File: src/rtl/gsf_pkg.sv
// Shared types, constants and control records for the Gaussian smoothing FIR.
package gsf_pkg;

    // Default build settings
    localparam int MAX_HALF_DEF       = 16;
    localparam int COEF_FRAC_BITS_DEF = 15;

    // Register and counter constants
    localparam logic [4:0] HALF_RESET = 5'd13;
    localparam logic [5:0] SEEN_MAX   = 6'd63;

    // Request codes
    typedef enum logic {
        REQ_COEF   = 1'b0,
        REQ_SAMPLE = 1'b1
    } t_req;

    // Input transfer
    typedef struct packed {
        t_req               req_type;
        logic [4:0]         coef_index;
        logic [15:0]        coef_value;
        logic signed [15:0] sample;
        logic               last;
    } t_in;

    // Output transfer
    typedef struct packed {
        logic signed [15:0] filtered;
        logic               last_out;
    } t_out;

    // Controller states
    typedef enum logic [1:0] {
        S_IDLE,
        S_TAP,
        S_DRAIN,
        S_OUT
    } t_state;

    // Commands from controller to datapath
    typedef struct packed {
        logic accept;   // input transfer taken this cycle
        logic tap;      // issue one tap read
        logic finish;   // round and load the output register
        logic take;     // output transfer done this cycle
    } t_cmd;

    // Status from datapath to controller
    typedef struct packed {
        logic emit;     // the offered item produces at least one output
        logic tap_end;  // current tap is the last one
        logic busy;     // multiply pipeline still holds taps
        logic more;     // further flush outputs remain after this one
    } t_stat;

endpackage

File: src/rtl/gsf_ram.sv
// Generic single-write, single-read RAM with registered read data.
module gsf_ram #(
    parameter int WIDTH = 16,
    parameter int DEPTH = 33
) (
    input  logic                     i_clk,
    input  logic                     i_we,
    input  logic [$clog2(DEPTH)-1:0] i_waddr,
    input  logic [WIDTH-1:0]         i_wdata,
    input  logic [$clog2(DEPTH)-1:0] i_raddr,
    output logic [WIDTH-1:0]         o_rdata
);

    logic [WIDTH-1:0] r_mem [DEPTH];
    logic [WIDTH-1:0] r_rdata;

    // Write port
    always_ff @(posedge i_clk) begin
        if (i_we) begin
            r_mem[i_waddr] <= i_wdata;
        end
    end

    // Registered read port
    always_ff @(posedge i_clk) begin
        r_rdata <= r_mem[i_raddr];
    end

    assign o_rdata = r_rdata;

endmodule

File: src/rtl/gsf_ctrl.sv
// Controller state machine: sequences taps, drain, rounding and output transfers.
module gsf_ctrl
    import gsf_pkg::*;
(
    input  logic  i_clk,
    input  logic  i_rst_n,
    input  logic  i_in_valid,
    output logic  o_in_ready,
    output logic  o_out_valid,
    input  logic  i_out_ready,
    input  t_stat i_stat,
    output t_cmd  o_cmd
);

    t_state r_state;
    t_state n_state;

    // State register
    always_ff @(posedge i_clk) begin
        if (!i_rst_n) begin
            r_state <= S_IDLE;
        end else begin
            r_state <= n_state;
        end
    end

    // Next state
    always_comb begin
        n_state = r_state;
        case (r_state)
            S_IDLE: begin
                if (i_in_valid && i_stat.emit) begin
                    n_state = S_TAP;
                end
            end
            S_TAP: begin
                if (i_stat.tap_end) begin
                    n_state = S_DRAIN;
                end
            end
            S_DRAIN: begin
                if (!i_stat.busy) begin
                    n_state = S_OUT;
                end
            end
            S_OUT: begin
                if (i_out_ready) begin
                    n_state = i_stat.more ? S_TAP : S_IDLE;
                end
            end
            default: n_state = S_IDLE;
        endcase
    end

    // Outputs and commands
    always_comb begin
        o_in_ready   = 1'b0;
        o_out_valid  = 1'b0;
        o_cmd        = '0;
        case (r_state)
            S_IDLE: begin
                o_in_ready   = 1'b1;
                o_cmd.accept = i_in_valid;
            end
            S_TAP: begin
                o_cmd.tap = 1'b1;
            end
            S_DRAIN: begin
                o_cmd.finish = !i_stat.busy;
            end
            S_OUT: begin
                o_out_valid = 1'b1;
                o_cmd.take  = i_out_ready;
            end
            default: begin
                o_in_ready = 1'b0;
            end
        endcase
    end

endmodule

File: src/rtl/gsf_datapath.sv
// Datapath: sample and coefficient stores, tap addressing, shared MAC, rounding.
module gsf_datapath
    import gsf_pkg::*;
#(
    parameter int MAX_HALF       = MAX_HALF_DEF,
    parameter int COEF_FRAC_BITS = COEF_FRAC_BITS_DEF
) (
    input  logic       i_clk,
    input  logic       i_rst_n,
    input  logic       i_cfg_we,
    input  logic [4:0] i_cfg_data,
    input  t_in        i_in_data,
    input  t_cmd       i_cmd,
    output t_stat      o_stat,
    output t_out       o_out_data
);

    localparam int DEPTH  = 2 * MAX_HALF + 1;
    localparam int DW     = $clog2(DEPTH);
    localparam int HW     = $clog2(MAX_HALF + 1);
    localparam int KW     = HW + 1;
    localparam int DSW    = DW + 1;
    localparam int PROD_W = 33;
    localparam int ACC_W  = PROD_W + $clog2(DEPTH);
    localparam int RW     = ACC_W + 1;
    localparam logic signed [RW-1:0] RND    = RW'(1) <<< (COEF_FRAC_BITS - 1);
    localparam logic signed [RW-1:0] SAT_HI = RW'(32767);
    localparam logic signed [RW-1:0] SAT_LO = RW'(-32768);

    // Control registers
    logic [4:0]              r_half;
    logic [5:0]              r_seen;
    logic [DW-1:0]           r_wptr;
    logic                    r_v1;
    logic                    r_v2;
    // Per-output working registers
    logic [HW-1:0]           r_h;
    logic [HW-1:0]           r_m;
    logic signed [KW-1:0]    r_k;
    logic [DW-1:0]           r_ilim;
    logic                    r_blk_last;
    logic signed [PROD_W-1:0] r_prod;
    logic signed [ACC_W-1:0] r_acc;
    t_out                    r_out;

    logic [DW-1:0]           n_wptr;
    logic [HW-1:0]           w_h_cfg;
    logic                    w_is_sample;
    logic                    w_sample_we;
    logic                    w_coef_we;
    logic [HW-1:0]           w_m_init;
    logic [DW-1:0]           w_ilim;
    logic signed [KW-1:0]    w_k_init;
    logic signed [DSW-1:0]   w_d;
    logic signed [DSW-1:0]   w_ilim_s;
    logic [DW-1:0]           w_dc;
    logic [DW:0]             w_wrap;
    logic [DW-1:0]           w_win_addr;
    logic signed [KW-1:0]    w_kneg;
    logic [HW-1:0]           w_coef_addr;
    logic [15:0]             w_win_rd;
    logic [15:0]             w_coef_rd;
    logic signed [RW-1:0]    w_rnd;
    logic signed [RW-1:0]    w_q;
    logic signed [15:0]      w_sat;

    // Decode the offered item
    assign w_h_cfg     = (r_half > 5'(MAX_HALF)) ? HW'(MAX_HALF) : r_half[HW-1:0];
    assign w_is_sample = (i_in_data.req_type == REQ_SAMPLE);
    assign w_sample_we = i_cmd.accept && w_is_sample;
    assign w_coef_we   = i_cmd.accept && !w_is_sample
                         && (i_in_data.coef_index <= 5'(MAX_HALF));
    assign w_m_init    = (i_in_data.last && (r_seen < 6'(w_h_cfg))) ?
                         r_seen[HW-1:0] : w_h_cfg;
    assign w_ilim      = (r_seen > 6'(DEPTH - 1)) ? DW'(DEPTH - 1) : r_seen[DW-1:0];
    assign w_k_init    = -$signed(KW'(w_h_cfg));
    assign n_wptr      = (r_wptr == DW'(DEPTH - 1)) ? '0 : r_wptr + DW'(1);

    // Status to the controller
    assign o_stat.emit    = w_is_sample && (i_in_data.last || (r_seen >= 6'(w_h_cfg)));
    assign o_stat.tap_end = (r_k == $signed(KW'(r_h)));
    assign o_stat.busy    = r_v1 || r_v2;
    assign o_stat.more    = r_blk_last && (r_m != '0);

    // Window distance of the current tap, held inside the block
    assign w_d      = $signed(DSW'(r_m)) - DSW'(r_k);
    assign w_ilim_s = $signed(DSW'(r_ilim));
    always_comb begin
        if (w_d < 0) begin
            w_dc = '0;
        end else if (w_d > w_ilim_s) begin
            w_dc = r_ilim;
        end else begin
            w_dc = w_d[DW-1:0];
        end
    end

    // Circular address, newest sample at the write pointer
    assign w_wrap     = (DW + 1)'(r_wptr) + (DW + 1)'(DEPTH) - (DW + 1)'(w_dc);
    assign w_win_addr = (r_wptr >= w_dc) ? (r_wptr - w_dc) : w_wrap[DW-1:0];

    // Coefficient address is the tap distance from center
    assign w_kneg      = -r_k;
    assign w_coef_addr = r_k[KW-1] ? w_kneg[HW-1:0] : r_k[HW-1:0];

    gsf_ram #(
        .WIDTH (16),
        .DEPTH (DEPTH)
    ) u_win_ram (
        .i_clk   (i_clk),
        .i_we    (w_sample_we),
        .i_waddr (n_wptr),
        .i_wdata (i_in_data.sample),
        .i_raddr (w_win_addr),
        .o_rdata (w_win_rd)
    );

    gsf_ram #(
        .WIDTH (16),
        .DEPTH (MAX_HALF + 1)
    ) u_coef_ram (
        .i_clk   (i_clk),
        .i_we    (w_coef_we),
        .i_waddr (i_in_data.coef_index[HW-1:0]),
        .i_wdata (i_in_data.coef_value),
        .i_raddr (w_coef_addr),
        .o_rdata (w_coef_rd)
    );

    // Configuration, block position and pipeline valids
    always_ff @(posedge i_clk) begin
        if (!i_rst_n) begin
            r_half <= HALF_RESET;
            r_seen <= '0;
            r_wptr <= '0;
            r_v1   <= 1'b0;
            r_v2   <= 1'b0;
        end else begin
            if (i_cfg_we) begin
                r_half <= i_cfg_data;
            end
            if (w_sample_we) begin
                r_wptr <= n_wptr;
                if (i_in_data.last) begin
                    r_seen <= '0;
                end else if (r_seen != SEEN_MAX) begin
                    r_seen <= r_seen + 6'd1;
                end
            end
            r_v1 <= i_cmd.tap;
            r_v2 <= r_v1;
        end
    end

    // Tap sequencing and output centre
    always_ff @(posedge i_clk) begin
        if (w_sample_we) begin
            r_h        <= w_h_cfg;
            r_m        <= w_m_init;
            r_k        <= w_k_init;
            r_ilim     <= w_ilim;
            r_blk_last <= i_in_data.last;
        end else if (i_cmd.take) begin
            r_m <= r_m - HW'(1);
            r_k <= -$signed(KW'(r_h));
        end else if (i_cmd.tap) begin
            r_k <= r_k + KW'(1);
        end
    end

    // Multiply, then accumulate
    always_ff @(posedge i_clk) begin
        r_prod <= $signed(w_win_rd) * $signed({1'b0, w_coef_rd});
        if (w_sample_we || i_cmd.take) begin
            r_acc <= '0;
        end else if (r_v2) begin
            r_acc <= r_acc + ACC_W'(r_prod);
        end
    end

    // Round half up, floor, saturate to 16 bits
    assign w_rnd = RW'(r_acc) + RND;
    assign w_q   = w_rnd >>> COEF_FRAC_BITS;
    always_comb begin
        if (w_q > SAT_HI) begin
            w_sat = 16'sh7fff;
        end else if (w_q < SAT_LO) begin
            w_sat = -16'sh8000;
        end else begin
            w_sat = w_q[15:0];
        end
    end

    // Output register
    always_ff @(posedge i_clk) begin
        if (i_cmd.finish) begin
            r_out.filtered <= w_sat;
            r_out.last_out <= r_blk_last && (r_m == '0);
        end
    end

    assign o_out_data = r_out;

endmodule

File: src/rtl/gaussian_smoothing_fir.sv
// Top level of the Gaussian smoothing FIR: controller plus datapath.
//
// Input channel (i_in_valid / o_in_ready, payload i_in_data) carries either a
// coefficient load (by distance from centre) or one sample of a block; the
// sample flagged last ends the block. Output channel (o_out_valid /
// i_out_ready, payload o_out_data) carries smoothed samples, last_out set on
// the block's final output. half_width is written through i_cfg_we/i_cfg_data.
// One shared multiply-accumulate walks the 2h+1 taps, one tap per cycle, reading
// the circular sample RAM and the coefficient RAM. Each tap passes the RAM read,
// product and accumulator registers; once they drain, the rounded sum is loaded
// into the output register and output valid rises. The next item is taken the
// cycle after that output transfers, so no sample is taken while one is in work.
// A coefficient load, or a sample that completes no output, starts no taps.
// The final sample of a block flushes up to h+1 outputs. Reset sets half_width
// to 13 and starts a new block; coefficients must be loaded before use. While
// the receiver stalls the output holds and no new input is taken.
module gaussian_smoothing_fir
    import gsf_pkg::*;
#(
    parameter int MAX_HALF       = MAX_HALF_DEF,
    parameter int COEF_FRAC_BITS = COEF_FRAC_BITS_DEF
) (
    input  logic       i_clk,
    input  logic       i_rst_n,
    input  logic       i_cfg_we,
    input  logic [4:0] i_cfg_data,
    input  logic       i_in_valid,
    output logic       o_in_ready,
    input  t_in        i_in_data,
    output logic       o_out_valid,
    input  logic       i_out_ready,
    output t_out       o_out_data
);

    t_cmd  w_cmd;
    t_stat w_stat;

    gsf_ctrl u_ctrl (
        .i_clk       (i_clk),
        .i_rst_n     (i_rst_n),
        .i_in_valid  (i_in_valid),
        .o_in_ready  (o_in_ready),
        .o_out_valid (o_out_valid),
        .i_out_ready (i_out_ready),
        .i_stat      (w_stat),
        .o_cmd       (w_cmd)
    );

    gsf_datapath #(
        .MAX_HALF       (MAX_HALF),
        .COEF_FRAC_BITS (COEF_FRAC_BITS)
    ) u_datapath (
        .i_clk      (i_clk),
        .i_rst_n    (i_rst_n),
        .i_cfg_we   (i_cfg_we),
        .i_cfg_data (i_cfg_data),
        .i_in_data  (i_in_data),
        .i_cmd      (w_cmd),
        .o_stat     (w_stat),
        .o_out_data (o_out_data)
    );

endmodule
File: config.mk
export PLATFORM = sky130hd
export DESIGN_NAME = gaussian_smoothing_fir
export DESIGN_NICKNAME = d
export VERILOG_FILES = /design/src/rtl/gsf_pkg.sv /design/src/rtl/gsf_ram.sv /design/src/rtl/gsf_ctrl.sv /design/src/rtl/gsf_datapath.sv /design/src/rtl/gaussian_smoothing_fir.sv
export SDC_FILE = /design/constraint.sdc
export NUM_CORES = 2
export LEC_CHECK = 0
export ABC_AREA = 1
export BUFFER_PORTS_ARGS = -buffer_cell sky130_fd_sc_hd__clkbuf_2
export CORE_MARGIN = 5
export CORE_UTILIZATION = 50
export DETAILED_ROUTE_END_ITERATION = 10
export PLACE_DENSITY = 0.69
export SKIP_CTS_REPAIR_TIMING = 1
export SLEW_MARGIN = 5
export SYNTH_ARGS = -nofsm -noshare
export SYNTH_HDL_FRONTEND = slang
export SYNTH_SLANG_ARGS = --single-unit
File: constraint.sdc
create_clock -name i_clk -period 7.84 [get_ports i_clk]
set_clock_uncertainty 0.2 [all_clocks]
set_input_delay 1.176 -clock i_clk [delete_from_list [all_inputs] [get_ports i_clk]]
set_output_delay 1.176 -clock i_clk [all_outputs]
set_load 0.05 [all_outputs]
==> results.ini <==
[critical_path]
crit_fanout = 43
cp-end-kind = flip-flop
worstPathArrival_ps = 7240
r2r-start = u_datapath.r_k[1]
reg2reg_setup_slack_ps = 980
required_ps = 8220
reg2reg_depth = 27
criticalPathCategory = flip-flop to flip-flop
worstReg2RegEnd = u_datapath.u_win_ram.o_rdata[4]
worstSetupStartpointType = flip-flop

[sta]
period_minus_slack_ps = 6860
hold_violations = 0
relSlewSlack_pct = 26.3
worst_pin_slew_ps = 1100
drv_slew = 0
fmax_ghz = 0.146
setup_viol = 0
tns_ps = 0
finalCritPeriodShare_pct = 87.5
rsz0062_at_grt = false

[logic_synthesis]
yosysUniqueCellTypes = 56
ys_seq_elements = 965
yosysSeqAreaShare_pct = 52.1
synth-async-reset-ratio_pct = 0
yosysMostFrequentCell = nand2_1
synth_top_cell_by_area = edfxtp_1
synth-edff-count = 840
synth.top_cells.by_count = nand2_1, inv_1, edfxtp_1
synth_top_area_share_pct = 47.4
ys.flop_type = edfxtp_1
yosysWarnings = 0
synthesis.nets = 6021
synthTopCellsByArea = edfxtp_1, nand2_1, fa_1
avgSynthCellArea_um2 = 9.56
synth_cells = 5569
synth_area_um2 = 53300

[hold_path]
worst_hold_startpoint = u_datapath.r_v1
hold_path.class = flip-flop to flip-flop
hold_depth = 2
min_to = u_datapath.r_v2

[placement]
gp_congestion = 0.892
dp_hpwl_um = 86700
port_buffers = 67

[global_routing]
use_met3_pct = 3.44
antenna_found_initial = 6
overflow = 0
grt_max_degree = 136
use_met1_pct = 32.7
first_global_vias = 37200
grt_usage_pct = 23.5
grt_pass1_wl_um = 209000
busiest_layer = met2
grt_use_met2_pct = 38.4

[routing]
vias = 37700
first_pass_iters = 6
drt-initial-drc-count = 4005
ant_nets = 0
drc = 0
wl_um = 134000
wire_per_inst_um = 18.9
via_per_inst = 5.35

[outcome]
outcome = completed

[clock_tree]
clock_latency_ps = 700
cts.path.max_buffers = 3
cts_buffers = 99
cts_root_buf = clkbuf_16
htreeDepth = 3
cts_tree = done
clkTransAtPathRegs_ps = 70
clock_sinks = 965

[floorplanning]
dieArea_um2 = 113000
die-width_um = 336
die_y_um = 336
pin_count = 68
core_area_um2 = 106000
rows = 119
initial_core_util_pct = 50.5

[final_layout]
antenna_cells = 0
areaGrowthSynthToFinish_pct = 9.33
drive_above_1_share_pct = 7.22
layout.nets = 6032

[flow_run]
maxCapViolations = 0

-- critical path: stages (launching register included) --
cell and delay, ps:
edfxtp_1 410, inv_1 430, ha_1 330, a31oi_1 270, inv_1 80, a21oi_1 130
nor2_1 50, nor2_1 110, xor2_1 210, ha_1 270, and3_1 200, a221o_1 340
nand3_1 170, inv_1 90, nand2_1 60, o21ai_0 120, ha_1 350, inv_1 50
ha_1 220, fa_1 490, o21ai_4 510, inv_2 410, buf_4 440, nand3_1 170
nand3_1 200, nand3_1 160, nand3_1 80, nand2_1 210
-- cells in the final DEF, fill, tap and decap left out, drive strengths merged, types with 30 or more instances in the layout --
cell | synthesis | layout
xor2 | 66 | 66
ha | 202 | 202
inv | 1032 | 1036
buf | 121 | 87
fa | 201 | 201
nand2 | 1349 | 1349
a21oi | 154 | 154
o211ai | 49 | 49
edfxtp | 840 | 840
nor3 | 34 | 34
nor2 | 246 | 246
o21ai | 162 | 162
nand3 | 578 | 578
clkbuf | 123 | 208
clkinv | 1 | 33
mux2i | 30 | 30
nand3b | 81 | 81
a31oi | 44 | 44
dfxtp | 125 | 125
-- cells by family after synthesis --
| family | share of synthesized area (%) |
|---|---|
| XOR/XNOR | 1.45 |
| adder cells (fa/ha/maj) | 12.3 |
| multiplexers | 1.09 |
| AO/OA/AOI/OAI | 4.86 |
| flip-flops | 52.1 |
| buffers and inverters | 9.42 |
| AND/OR/NAND/NOR | 18.8 |
-- metrics by stage --
step                std cells  area, µm²  utilization, %  worst slack, ps  hold slack (ps)
floorplan                5569      53300               -             2040              217
global placement         6870      55000            52.1             1260              227
detailed placement       6870      55000            52.1             1080              229
CTS                      7053      58200            55.2             1070              243
global route             7053      58200            55.2              524              256
finish                   7053      58200            55.2              982              237
-- area by class of cell --
cell class              count  area [µm²]
fillers                  9098       47300
flip-flops and latches    965       27700
well taps                1391        1740
repair buffers            154        1050
clock inverters            42         394
clock buffers             141        2810
inverters                1033        3880
multi-input cells        3327       20600
-- layer usage --
| layer | vias up | share of wire, % |
|---|---|---|
| li1 | 18000 | - |
| met1 | 18000 | 42 |
| met5 | - | 0.035 |
| met3 | 261 | 8.0 |
| met4 | 6 | 3.0 |
| met2 | 1454 | 47 |
-- worst max path at each step --
stage,startpoint,to,slack (ps),depth (start not counted)
after floorplan,u_datapath.u_win_ram.o_rdata[1],u_datapath.r_prod[28],2040,22
after global placement,u_datapath.r_k[1],u_datapath.u_win_ram.o_rdata[4],1260,30
after detailed placement,u_datapath.r_k[1],u_datapath.u_win_ram.o_rdata[4],1080,27
after CTS,u_datapath.r_k[1],u_datapath.u_win_ram.o_rdata[4],1070,27
after global routing,u_datapath.r_k[1],u_datapath.u_win_ram.o_rdata[1],520,31
final,u_datapath.r_k[1],u_datapath.u_win_ram.o_rdata[4],980,27
-- state kept, by name, indices dropped and copies added (netlist names) --
signal                         cells
u_datapath.r_ilim                  6
u_datapath.r_seen                  6
u_datapath.r_m                     5
u_datapath.r_prod                 33
u_datapath.u_coef_ram.r_mem      272
u_datapath.u_win_ram.r_mem       528
u_datapath.u_coef_ram.o_rdata     16
u_datapath.r_acc                  39
u_datapath.r_v1                    1
u_datapath.r_k                     6
u_datapath.r_wptr                  6
u_ctrl.r_state                     2
u_datapath.r_h                     5
u_datapath.r_v2                    1
u_datapath.r_half                  5
u_datapath.r_blk_last              1
u_datapath.u_win_ram.o_rdata      16
u_datapath.o_out_data             17
Power is left out: the tool's default activity adds up to more than one toggle a clock period on the data nets, which glitch-free logic cannot reach.
